`src/rtl/dvfs_pkg.sv`:
```
// ----------------------------------------------------------------------------
// dvfs_pkg
// Shared types and constants for the DVFS frequency governor.
// ----------------------------------------------------------------------------
package dvfs_pkg;

  localparam int TABLE_DEPTH_DEFAULT = 32;

  // Field widths fixed by the interface.
  localparam int HZ_W    = 32;
  localparam int LOAD_W  = 10;
  localparam int STEP_W  = 11;
  localparam int HOLD_W  = 7;
  localparam int COUNT_W = 6;
  localparam int DIV_W   = HZ_W + LOAD_W;

  // Register reset values and legal bounds.
  localparam logic [STEP_W-1:0] STEP_UTIL_RESET   = 11'd900;
  localparam logic [STEP_W-1:0] STEP_UTIL_MIN     = 11'd100;
  localparam logic [STEP_W-1:0] STEP_UTIL_MAX     = 11'd1500;
  localparam logic [HOLD_W-1:0] HOLD_DEFAULT      = 7'd10;
  localparam logic [HOLD_W-1:0] HOLD_MAX          = 7'd100;

  // Register indexes on the configuration port.
  localparam logic [1:0] REG_STEP_UTIL   = 2'd0;
  localparam logic [1:0] REG_DOWN_HOLD   = 2'd1;
  localparam logic [1:0] REG_TABLE_COUNT = 2'd2;

  // Input item kinds.
  localparam logic FUNC_TICK  = 1'b0;
  localparam logic FUNC_WRITE = 1'b1;

  typedef enum logic [3:0] {
    ST_IDLE,
    ST_RDMAX,
    ST_MUL,
    ST_DIV,
    ST_CAP,
    ST_CLAMP,
    ST_SCAN_ADDR,
    ST_SCAN_CMP,
    ST_FINAL,
    ST_OUT
  } state_t;

endpackage

```
`src/rtl/dvfs_frequency_governor.sv`:
```
// ----------------------------------------------------------------------------
// dvfs_frequency_governor
// Table-driven DVFS governor: load to frequency, caps, table search,
// down-step hold and floor.
// ----------------------------------------------------------------------------
//
// Channel   Direction  Handshake            Payload
// in_       slave      tvalid/tready        tuser: func; tdata: tick or write
// out_      master     tvalid/tready        tdata: apply, freq, going_down, hold
// cfg_      APB        psel/penable/pready  step_util, down_hold_ticks, count
//
// A table write or an inactive tick goes from acceptance straight to the output
// state, which loads the output register once that register is free. An active
// tick reads the table maximum, multiplies it by the load, divides the 42-bit
// product in the bit-serial divider, applies the caps, then searches k entries
// (1 to table_count) through the registered read port of the table memory and
// takes the final step before the output state. A new item is taken only in idle.
// Reset is synchronous and clears the control state and registers; table
// contents are undefined until written. A result waiting in the output register
// does not block acceptance of the next item; a second result waits until the
// first one is taken.
// ----------------------------------------------------------------------------
module dvfs_frequency_governor #(
  parameter int TABLE_DEPTH = dvfs_pkg::TABLE_DEPTH_DEFAULT
) (
  input  logic         clk,
  input  logic         rst_n,

  input  logic         in_tvalid,
  output logic         in_tready,
  // tdata, from bit 0: entry_index[4:0], entry_hz[36:5], active[37],
  // load[47:38], target_hz[79:48], limit_hz[111:80], floor_hz[143:112],
  // assignable[144], zero fill to 152 bits.
  input  logic [151:0] in_tdata,
  // tuser, from bit 0: func.
  input  logic [0:0]   in_tuser,

  output logic         out_tvalid,
  input  logic         out_tready,
  // tdata, from bit 0: apply[0], freq_hz[32:1], going_down[33],
  // hold_left[40:34], zero fill to 48 bits.
  output logic [47:0]  out_tdata,

  input  logic         cfg_psel,
  input  logic         cfg_penable,
  input  logic         cfg_pwrite,
  input  logic [3:0]   cfg_paddr,
  input  logic [31:0]  cfg_pwdata,
  output logic [31:0]  cfg_prdata,
  output logic         cfg_pready
);

  localparam int AW  = (TABLE_DEPTH > 1) ? $clog2(TABLE_DEPTH) : 1;
  localparam int HW  = dvfs_pkg::HZ_W;
  localparam int LW  = dvfs_pkg::LOAD_W;
  localparam int SW  = dvfs_pkg::STEP_W;
  localparam int KW  = dvfs_pkg::HOLD_W;
  localparam int NW  = dvfs_pkg::COUNT_W;
  localparam int DW  = dvfs_pkg::DIV_W;

  // Input field unpacking.
  logic          in_func;
  logic [4:0]    in_entry_index;
  logic [HW-1:0] in_entry_hz;
  logic          in_active;
  logic [LW-1:0] in_load;
  logic [HW-1:0] in_target_hz;
  logic [HW-1:0] in_limit_hz;
  logic [HW-1:0] in_floor_hz;
  logic          in_assignable;

  assign in_func        = in_tuser[0];
  assign in_entry_index = in_tdata[4:0];
  assign in_entry_hz    = in_tdata[36:5];
  assign in_active      = in_tdata[37];
  assign in_load        = in_tdata[47:38];
  assign in_target_hz   = in_tdata[79:48];
  assign in_limit_hz    = in_tdata[111:80];
  assign in_floor_hz    = in_tdata[143:112];
  assign in_assignable  = in_tdata[144];

  // --------------------------------------------------------------------------
  // Configuration registers. Illegal values are replaced on the write.
  // --------------------------------------------------------------------------
  logic [SW-1:0] step_util_r;
  logic [KW-1:0] down_hold_r;
  logic [NW-1:0] table_count_r;
  logic          cfg_wr;
  logic [SW-1:0] wr_step;
  logic [KW-1:0] wr_hold;
  logic [NW-1:0] wr_count;

  assign cfg_pready = 1'b1;
  assign cfg_wr     = cfg_psel && cfg_penable && cfg_pwrite && cfg_pready;
  assign wr_step    = cfg_pwdata[SW-1:0];
  assign wr_hold    = cfg_pwdata[KW-1:0];
  assign wr_count   = cfg_pwdata[NW-1:0];

  always_ff @(posedge clk) begin
    if (!rst_n) begin
      step_util_r   <= dvfs_pkg::STEP_UTIL_RESET;
      down_hold_r   <= dvfs_pkg::HOLD_DEFAULT;
      table_count_r <= NW'(1);
    end else if (cfg_wr) begin
      case (cfg_paddr[3:2])
        dvfs_pkg::REG_STEP_UTIL: begin
          if (wr_step < dvfs_pkg::STEP_UTIL_MIN || wr_step > dvfs_pkg::STEP_UTIL_MAX) begin
            step_util_r <= dvfs_pkg::STEP_UTIL_RESET;
          end else begin
            step_util_r <= wr_step;
          end
        end
        dvfs_pkg::REG_DOWN_HOLD: begin
          if (wr_hold > dvfs_pkg::HOLD_MAX) begin
            down_hold_r <= dvfs_pkg::HOLD_DEFAULT;
          end else begin
            down_hold_r <= wr_hold;
          end
        end
        dvfs_pkg::REG_TABLE_COUNT: begin
          if (wr_count == '0) begin
            table_count_r <= NW'(1);
          end else if (32'(wr_count) > TABLE_DEPTH) begin
            table_count_r <= NW'(TABLE_DEPTH);
          end else begin
            table_count_r <= wr_count;
          end
        end
        default: begin
        end
      endcase
    end
  end

  always_comb begin
    case (cfg_paddr[3:2])
      dvfs_pkg::REG_STEP_UTIL:   cfg_prdata = {{(32-SW){1'b0}}, step_util_r};
      dvfs_pkg::REG_DOWN_HOLD:   cfg_prdata = {{(32-KW){1'b0}}, down_hold_r};
      dvfs_pkg::REG_TABLE_COUNT: cfg_prdata = {{(32-NW){1'b0}}, table_count_r};
      default:                   cfg_prdata = '0;
    endcase
  end

  // --------------------------------------------------------------------------
  // Sequencer state and datapath registers.
  // --------------------------------------------------------------------------
  dvfs_pkg::state_t state_r, state_nxt;

  logic          in_acc;
  logic          out_free;
  logic [AW-1:0] rd_addr;
  logic [AW-1:0] last_idx;
  logic          div_start;
  logic [DW-1:0] div_quo;
  logic          div_done;

  logic [HW-1:0] mem [TABLE_DEPTH];
  logic [HW-1:0] rd_data_r;

  logic [LW-1:0] load_r;
  logic [HW-1:0] target_r;
  logic [HW-1:0] limit_r;
  logic [HW-1:0] floor_r;
  logic          assignable_r;
  logic [HW-1:0] tmax_r;
  logic [HW-1:0] desired_r;
  logic [HW-1:0] sel_r;
  logic [AW-1:0] scan_idx_r;

  logic [HW-1:0] last_hz_r;
  logic [KW-1:0] hold_r;

  logic          res_apply_r;
  logic [HW-1:0] res_freq_r;
  logic          res_down_r;
  logic [KW-1:0] res_hold_r;

  logic          out_valid_r;
  logic [47:0]   out_data_r;

  assign in_acc   = in_tvalid && in_tready;
  assign out_free = !out_valid_r || out_tready;
  assign last_idx = AW'(table_count_r - NW'(1));

  // Next-state logic.
  always_comb begin
    state_nxt = state_r;
    case (state_r)
      dvfs_pkg::ST_IDLE: begin
        if (in_acc) begin
          if (in_func == dvfs_pkg::FUNC_WRITE || !in_active) begin
            state_nxt = dvfs_pkg::ST_OUT;
          end else begin
            state_nxt = dvfs_pkg::ST_RDMAX;
          end
        end
      end
      dvfs_pkg::ST_RDMAX:     state_nxt = dvfs_pkg::ST_MUL;
      dvfs_pkg::ST_MUL:       state_nxt = dvfs_pkg::ST_DIV;
      dvfs_pkg::ST_DIV: begin
        if (div_done) begin
          state_nxt = dvfs_pkg::ST_CAP;
        end
      end
      dvfs_pkg::ST_CAP:       state_nxt = dvfs_pkg::ST_CLAMP;
      dvfs_pkg::ST_CLAMP:     state_nxt = dvfs_pkg::ST_SCAN_ADDR;
      dvfs_pkg::ST_SCAN_ADDR: state_nxt = dvfs_pkg::ST_SCAN_CMP;
      dvfs_pkg::ST_SCAN_CMP: begin
        if (rd_data_r >= desired_r || scan_idx_r == last_idx) begin
          state_nxt = dvfs_pkg::ST_FINAL;
        end else begin
          state_nxt = dvfs_pkg::ST_SCAN_ADDR;
        end
      end
      dvfs_pkg::ST_FINAL:     state_nxt = dvfs_pkg::ST_OUT;
      dvfs_pkg::ST_OUT: begin
        if (out_free) begin
          state_nxt = dvfs_pkg::ST_IDLE;
        end
      end
      default:                state_nxt = dvfs_pkg::ST_IDLE;
    endcase
  end

  // Sequencer outputs.
  always_comb begin
    in_tready = 1'b0;
    rd_addr   = scan_idx_r;
    div_start = 1'b0;
    case (state_r)
      dvfs_pkg::ST_IDLE:  in_tready = 1'b1;
      dvfs_pkg::ST_RDMAX: rd_addr   = last_idx;
      dvfs_pkg::ST_MUL:   div_start = 1'b1;
      default: begin
      end
    endcase
  end

  always_ff @(posedge clk) begin
    if (!rst_n) begin
      state_r <= dvfs_pkg::ST_IDLE;
    end else begin
      state_r <= state_nxt;
    end
  end

  // Table memory: one write port for table items, one registered read port.
  always_ff @(posedge clk) begin
    if (in_acc && in_func == dvfs_pkg::FUNC_WRITE && 32'(in_entry_index) < TABLE_DEPTH) begin
      mem[AW'(in_entry_index)] <= in_entry_hz;
    end
    rd_data_r <= mem[rd_addr];
  end

  // The product of the table maximum and the load is registered inside
  // the divider on the start cycle.
  dvfs_div #(
    .DW (DW)
  ) u_div (
    .clk      (clk),
    .rst_n    (rst_n),
    .start    (div_start),
    .dividend ({{LW{1'b0}}, rd_data_r} * {{HW{1'b0}}, load_r}),
    .divisor  (step_util_r),
    .quotient (div_quo),
    .done     (div_done)
  );

  // Final step values: hold countdown, floor and apply decision.
  logic          fin_down;
  logic [KW-1:0] fin_hold_arm;
  logic [KW-1:0] fin_hold;
  logic [HW-1:0] fin_freq;
  logic          fin_apply;

  always_comb begin
    fin_down = (last_hz_r != '0) && (sel_r < last_hz_r);
    if (!fin_down) begin
      fin_hold_arm = '0;
    end else if (hold_r == '0) begin
      fin_hold_arm = down_hold_r;
    end else begin
      fin_hold_arm = hold_r;
    end
    fin_hold  = (fin_hold_arm != '0) ? fin_hold_arm - KW'(1) : '0;
    fin_freq  = (sel_r < floor_r) ? floor_r : sel_r;
    fin_apply = (!fin_down || fin_hold == '0) && assignable_r;
  end

  // Governor state: hold counter and last applied frequency.
  always_ff @(posedge clk) begin
    if (!rst_n) begin
      hold_r    <= '0;
      last_hz_r <= '0;
    end else if (state_r == dvfs_pkg::ST_IDLE && in_acc
                 && in_func == dvfs_pkg::FUNC_TICK && !in_active) begin
      hold_r    <= '0;
      last_hz_r <= '0;
    end else if (state_r == dvfs_pkg::ST_FINAL) begin
      hold_r <= fin_hold;
      if (fin_apply) begin
        last_hz_r <= fin_freq;
      end
    end
  end

  // Datapath registers, no reset needed.
  always_ff @(posedge clk) begin
    case (state_r)
      dvfs_pkg::ST_IDLE: begin
        if (in_acc) begin
          load_r       <= in_load;
          target_r     <= in_target_hz;
          limit_r      <= in_limit_hz;
          floor_r      <= in_floor_hz;
          assignable_r <= in_assignable;
          // Writes, inactive ticks: zero result, but writes report hold_r.
          res_apply_r  <= 1'b0;
          res_freq_r   <= '0;
          res_down_r   <= 1'b0;
          res_hold_r   <= (in_func == dvfs_pkg::FUNC_WRITE) ? hold_r : '0;
        end
      end
      dvfs_pkg::ST_MUL: begin
        tmax_r <= rd_data_r;
      end
      dvfs_pkg::ST_CAP: begin
        if (div_quo > {{LW{1'b0}}, tmax_r}) begin
          desired_r <= tmax_r;
        end else begin
          desired_r <= div_quo[HW-1:0];
        end
      end
      dvfs_pkg::ST_CLAMP: begin
        // The target cap applies first, then the limit cap; zero means none.
        if (target_r != '0 && desired_r > target_r) begin
          desired_r <= (limit_r != '0 && target_r > limit_r) ? limit_r : target_r;
        end else if (limit_r != '0 && desired_r > limit_r) begin
          desired_r <= limit_r;
        end
        scan_idx_r <= '0;
      end
      dvfs_pkg::ST_SCAN_CMP: begin
        if (rd_data_r >= desired_r) begin
          sel_r <= rd_data_r;
        end else if (scan_idx_r == last_idx) begin
          sel_r <= tmax_r;
        end else begin
          scan_idx_r <= scan_idx_r + AW'(1);
        end
      end
      dvfs_pkg::ST_FINAL: begin
        res_apply_r <= fin_apply;
        res_freq_r  <= fin_freq;
        res_down_r  <= fin_down;
        res_hold_r  <= fin_hold;
      end
      default: begin
      end
    endcase
  end

  // Output register.
  always_ff @(posedge clk) begin
    if (!rst_n) begin
      out_valid_r <= 1'b0;
    end else if (state_r == dvfs_pkg::ST_OUT && out_free) begin
      out_valid_r <= 1'b1;
    end else if (out_tready) begin
      out_valid_r <= 1'b0;
    end
    if (state_r == dvfs_pkg::ST_OUT && out_free) begin
      out_data_r <= {7'd0, res_hold_r, res_down_r, res_freq_r, res_apply_r};
    end
  end

  assign out_tvalid = out_valid_r;
  assign out_tdata  = out_data_r;

endmodule

```
`src/rtl/dvfs_div.sv`:
```
// ----------------------------------------------------------------------------
// dvfs_div
// Restoring divider, one quotient bit per cycle.
// ----------------------------------------------------------------------------
module dvfs_div #(
  parameter int DW = dvfs_pkg::DIV_W
) (
  input  logic                       clk,
  input  logic                       rst_n,
  input  logic                       start,
  input  logic [DW-1:0]              dividend,
  input  logic [dvfs_pkg::STEP_W-1:0] divisor,
  output logic [DW-1:0]              quotient,
  output logic                       done
);

  localparam int SW  = dvfs_pkg::STEP_W;
  localparam int CW  = $clog2(DW + 1);

  logic [SW-1:0] rem_r, rem_nxt;
  logic [DW-1:0] quo_r, quo_nxt;
  logic [CW-1:0] cnt_r, cnt_nxt;
  logic          busy_r, busy_nxt;
  logic          done_r, done_nxt;

  logic [SW:0]   cat;
  logic [SW+1:0] diff;

  assign cat  = {rem_r, quo_r[DW-1]};
  assign diff = {1'b0, cat} - {2'b00, divisor};

  always_comb begin
    rem_nxt  = rem_r;
    quo_nxt  = quo_r;
    cnt_nxt  = cnt_r;
    busy_nxt = busy_r;
    done_nxt = 1'b0;
    if (start) begin
      rem_nxt  = '0;
      quo_nxt  = dividend;
      cnt_nxt  = CW'(DW);
      busy_nxt = 1'b1;
    end else if (busy_r) begin
      // The remainder stays below the divisor, so it fits in SW bits.
      if (!diff[SW+1]) begin
        rem_nxt = diff[SW-1:0];
        quo_nxt = {quo_r[DW-2:0], 1'b1};
      end else begin
        rem_nxt = cat[SW-1:0];
        quo_nxt = {quo_r[DW-2:0], 1'b0};
      end
      cnt_nxt = cnt_r - 1'b1;
      if (cnt_r == CW'(1)) begin
        busy_nxt = 1'b0;
        done_nxt = 1'b1;
      end
    end
  end

  always_ff @(posedge clk) begin
    if (!rst_n) begin
      busy_r <= 1'b0;
      done_r <= 1'b0;
      cnt_r  <= '0;
    end else begin
      busy_r <= busy_nxt;
      done_r <= done_nxt;
      cnt_r  <= cnt_nxt;
    end
    rem_r <= rem_nxt;
    quo_r <= quo_nxt;
  end

  assign quotient = quo_r;
  assign done     = done_r;

endmodule
```
`config.mk`:
```
export PLATFORM = sky130hd
export DESIGN_NAME = dvfs_frequency_governor
export DESIGN_NICKNAME = d
export VERILOG_FILES = /design/src/rtl/dvfs_pkg.sv /design/src/rtl/dvfs_frequency_governor.sv /design/src/rtl/dvfs_div.sv
export SDC_FILE = /design/constraint.sdc
export NUM_CORES = 2
export LEC_CHECK = 0
export BUFFER_PORTS_ARGS = -buffer_cell sky130_fd_sc_hd__buf_2
export CORE_UTILIZATION = 50
export CTS_CLUSTER_SIZE = 30
export DETAILED_ROUTE_END_ITERATION = 8
export GPL_TIMING_DRIVEN = 1
export HOLD_SLACK_MARGIN = 0.03
export PLACE_DENSITY = 0.64
export SLEW_MARGIN = 20
export SYNTH_ARGS = -nofsm -noshare
export SYNTH_HDL_FRONTEND = slang
export SYNTH_HIERARCHICAL = 1
export SYNTH_SLANG_ARGS = --single-unit
```
`constraint.sdc`:
```
create_clock -name clk -period 18 [get_ports clk]
set_input_delay 3.6 -clock clk [delete_from_list [all_inputs] [get_ports clk]]
set_output_delay 3.6 -clock clk [all_outputs]
set_load 0.005 [all_outputs]
```
==> impl_metrics.env <==
export IMPL_ys_flop_type="edfxtp_1"
export IMPL_wirelength_um=181000
export IMPL_area_growth_pct=12.0
export IMPL_synth_cells=4876
export IMPL_drv_cap=0
export IMPL_fin_crit_ps=8230
export IMPL_vias=41645
export IMPL_syn_cell_area_um2=73000
export IMPL_yosys_cell_types_count=77
export IMPL_die_area_um2=147000
export IMPL_rsz0062_at_grt="false"
export IMPL_place_congestion=0.908
export IMPL_path_class="in -> out"
export IMPL_cts_tree="done"
export IMPL_antenna_left=0
export IMPL_status="finished clean"
export IMPL_ios=279
export IMPL_path_clk_slew_ps=60
export IMPL_tightest_slew_ps=1070
export IMPL_initial_core_util_pct=50.6
export IMPL_grt_max_degree=129
export IMPL_yosysTopAreaCell="edfxtp_1"
export IMPL_numPortBuffers=219
export IMPL_grt_overflow=0
export IMPL_hold_path_class="reg -> reg"
export IMPL_detail_route_wl_per_cell_um=25.3
export IMPL_skew_ps=42.7
export IMPL_fillers=11296
export IMPL_drive_gt1_share_pct=19.0
export IMPL_synth_top_cells_by_area="edfxtp_1 56%, mux4_2 7.9%, fa_1 6.6%, ha_1 5.4%, dfxtp_1 3.3%"
export IMPL_drc_errors=0
export IMPL_die_y_um=384
export IMPL_post_cts_setup_buffers=0
export IMPL_rows=139
export IMPL_syn_area_per_cell_um2=15.0
export IMPL_cts_inserted_buffers=155
export IMPL_worstPathArrival_ps=4630
export IMPL_fin_nets=5866
export IMPL_tns_ps=0
export IMPL_antenna_found_initial=26
export IMPL_vias_per_cell=5.82
export IMPL_async_flop_share_pct=0
export IMPL_ys_seq_area_share_pct=59.1
export IMPL_cts_buffer_depth=3
export IMPL_firstDrtPassIters=6
export IMPL_die_width_um=384
export IMPL_finalHoldViolations=0
export IMPL_cts_sinks=1475
export IMPL_cts_max_level=4
export IMPL_r2r_cells=22
export IMPL_fin_crit_sh_pct=45.7
export IMPL_track_usage_pct=24.9
export IMPL_core_um2=144000
export IMPL_max_slew_margin_pct=28.5
export IMPL_cp_max_fo=12
export IMPL_synth_most_common_cell="edfxtp_1"
export IMPL_slew_violations=0
export IMPL_synth_seq_cells=1475
export IMPL_holdPathStages=0
export IMPL_dpl_hpwl_um=114000
export IMPL_grt_pass1_vias=42695
export IMPL_synth_top_area_share_pct=55.8
export IMPL_synth_edf_count=1356
export IMPL_cp_end_kind="output pin"
export IMPL_synth_commonest_cells="1356 x edfxtp_1, 426 x inv_1, 316 x ha_1, 284 x nand2_1, 256 x mux4_2"
export IMPL_hold_buffers=0
export IMPL_synth_warnings=6
export IMPL_post_cts_resized=0
export IMPL_clock_latency_ps=790
export IMPL_cp_start_kind="input port"
export IMPL_setup_viol=0
export IMPL_crit_required_ps=14400
export IMPL_cts_root_buffer="clkbuf_16"
export IMPL_grt_pass1_wl_um=272000
export IMPL_max_freq_ghz=0.121
export IMPL_first_iter_violations=3060
==> kinds of logic (layout without fill, tap and decap cells) <==
logic type / after synthesis / count (layout) / synth area share, %
compound gates: 571 / 571 / 5.29
xor+xnor: 61 / 61 / 0.732
fa+ha+maj: 555 / 555 / 12.0
buf+inv: 671 / 1014 / 3.70
flops: 1475 / 1475 / 59.1
mux: 595 / 595 / 12.8
other cells: 2 / 39 / 0.0103
simple gates: 946 / 946 / 6.44
==> layout make-up <==
class	instances	area, um^2	area share [%]
sequential	1475	43100	52.7
multi-input combinational	2757	27700	33.8
clock buffer	201	4090	5.00
tap	1903	2380	2.91
timing repair buffer	300	1800	2.20
inverter	426	1600	1.96
clock inverter	87	1090	1.34
antenna	10	25.0	0.0306
==> registers in the layout, summed over array words and instances, names as in the netlist, 32 cells and up <==
signal          count
out_tdata          41
target_r           32
tmax_r             32
limit_r            32
rd_data_r          32
desired_r          32
u_div/quotient     42
floor_r            32
last_hz_r          32
mem              1024
sel_r              32
res_freq_r         32
==> path summary, 6_finish.rpt <==
kind	startpoint	endpoint	slack (ps)
worst min register to register	res_freq_r[25]$_SDFFCE_PN0P_	out_tdata[26]$_DFFE_PP_	390
worst max register to register	load_r[2]$_DFFE_PP_	u_div/quotient[41]$_DFFE_PP_	11040
worst min-delay path	res_freq_r[25]$_SDFFCE_PN0P_	out_tdata[26]$_DFFE_PP_	390
worst max-delay path	cfg_paddr[3]	cfg_prdata[2]	9770
==> worst max-delay path, cell delays in order <==
cell and delay, ps:
buf_2 190, nor2b_1 450, nand2_1 90, o21ai_0 130
buf_2 170
==> stage by stage <==
step / instance area, um^2 / hold WS, ps / std cells / utilization, % / setup WS (ps)
6_report: 81800 / 394 / 7159 / 56.7 / 9770
3_3_place_gp: 76500 / 401 / 6856 / 53.0 / 9770
2_1_floorplan: 73100 / 400 / 4903 / - / 9470
4_1_cts: 81700 / 395 / 7147 / 56.7 / 9770
3_5_place_dp: 76500 / 405 / 6859 / 53.1 / 9780
5_1_grt: 81700 / 390 / 7155 / 56.7 / 9650
==> layout by cell type, fill, tap and decap left out, drive strengths merged, types with 16 or more instances in the layout <==
cell type  Yosys  routed
and2         190     190
buf           85     300
mux4         256     256
dfxtp        119     119
nand3         30      30
a21o          86      86
a211oi        53      53
fa           239     239
o21ai        105     105
clkbuf       160     201
o21a          24      24
o211ai        44      44
a21oi        151     151
nor4          39      39
ha           316     316
nand2        284     284
inv          426     427
edfxtp      1356    1356
mux2i        202     202
nor2         219     219
mux2         137     137
nor3          23      23
nand2b        21      21
conb           2      29
nor2b         35      35
xor2          22      22
bufinv         0      16
nand4         52      52
clkinv         0      66
xnor2         39      39
==> metal layers <==
layer / global-route usage, % / vias up / wire length, um
li1: - / 18598 / -
met1: 33.5 / 21582 / 75600
met2: 42.0 / 1169 / 90800
met3: 3.65 / 280 / 9950
met4: 7.41 / 16 / 4590
met5: 0 / - / 111
Power is left out: the tool's default activity adds up to more than one toggle a clock period on the data nets, which glitch-free logic cannot reach.
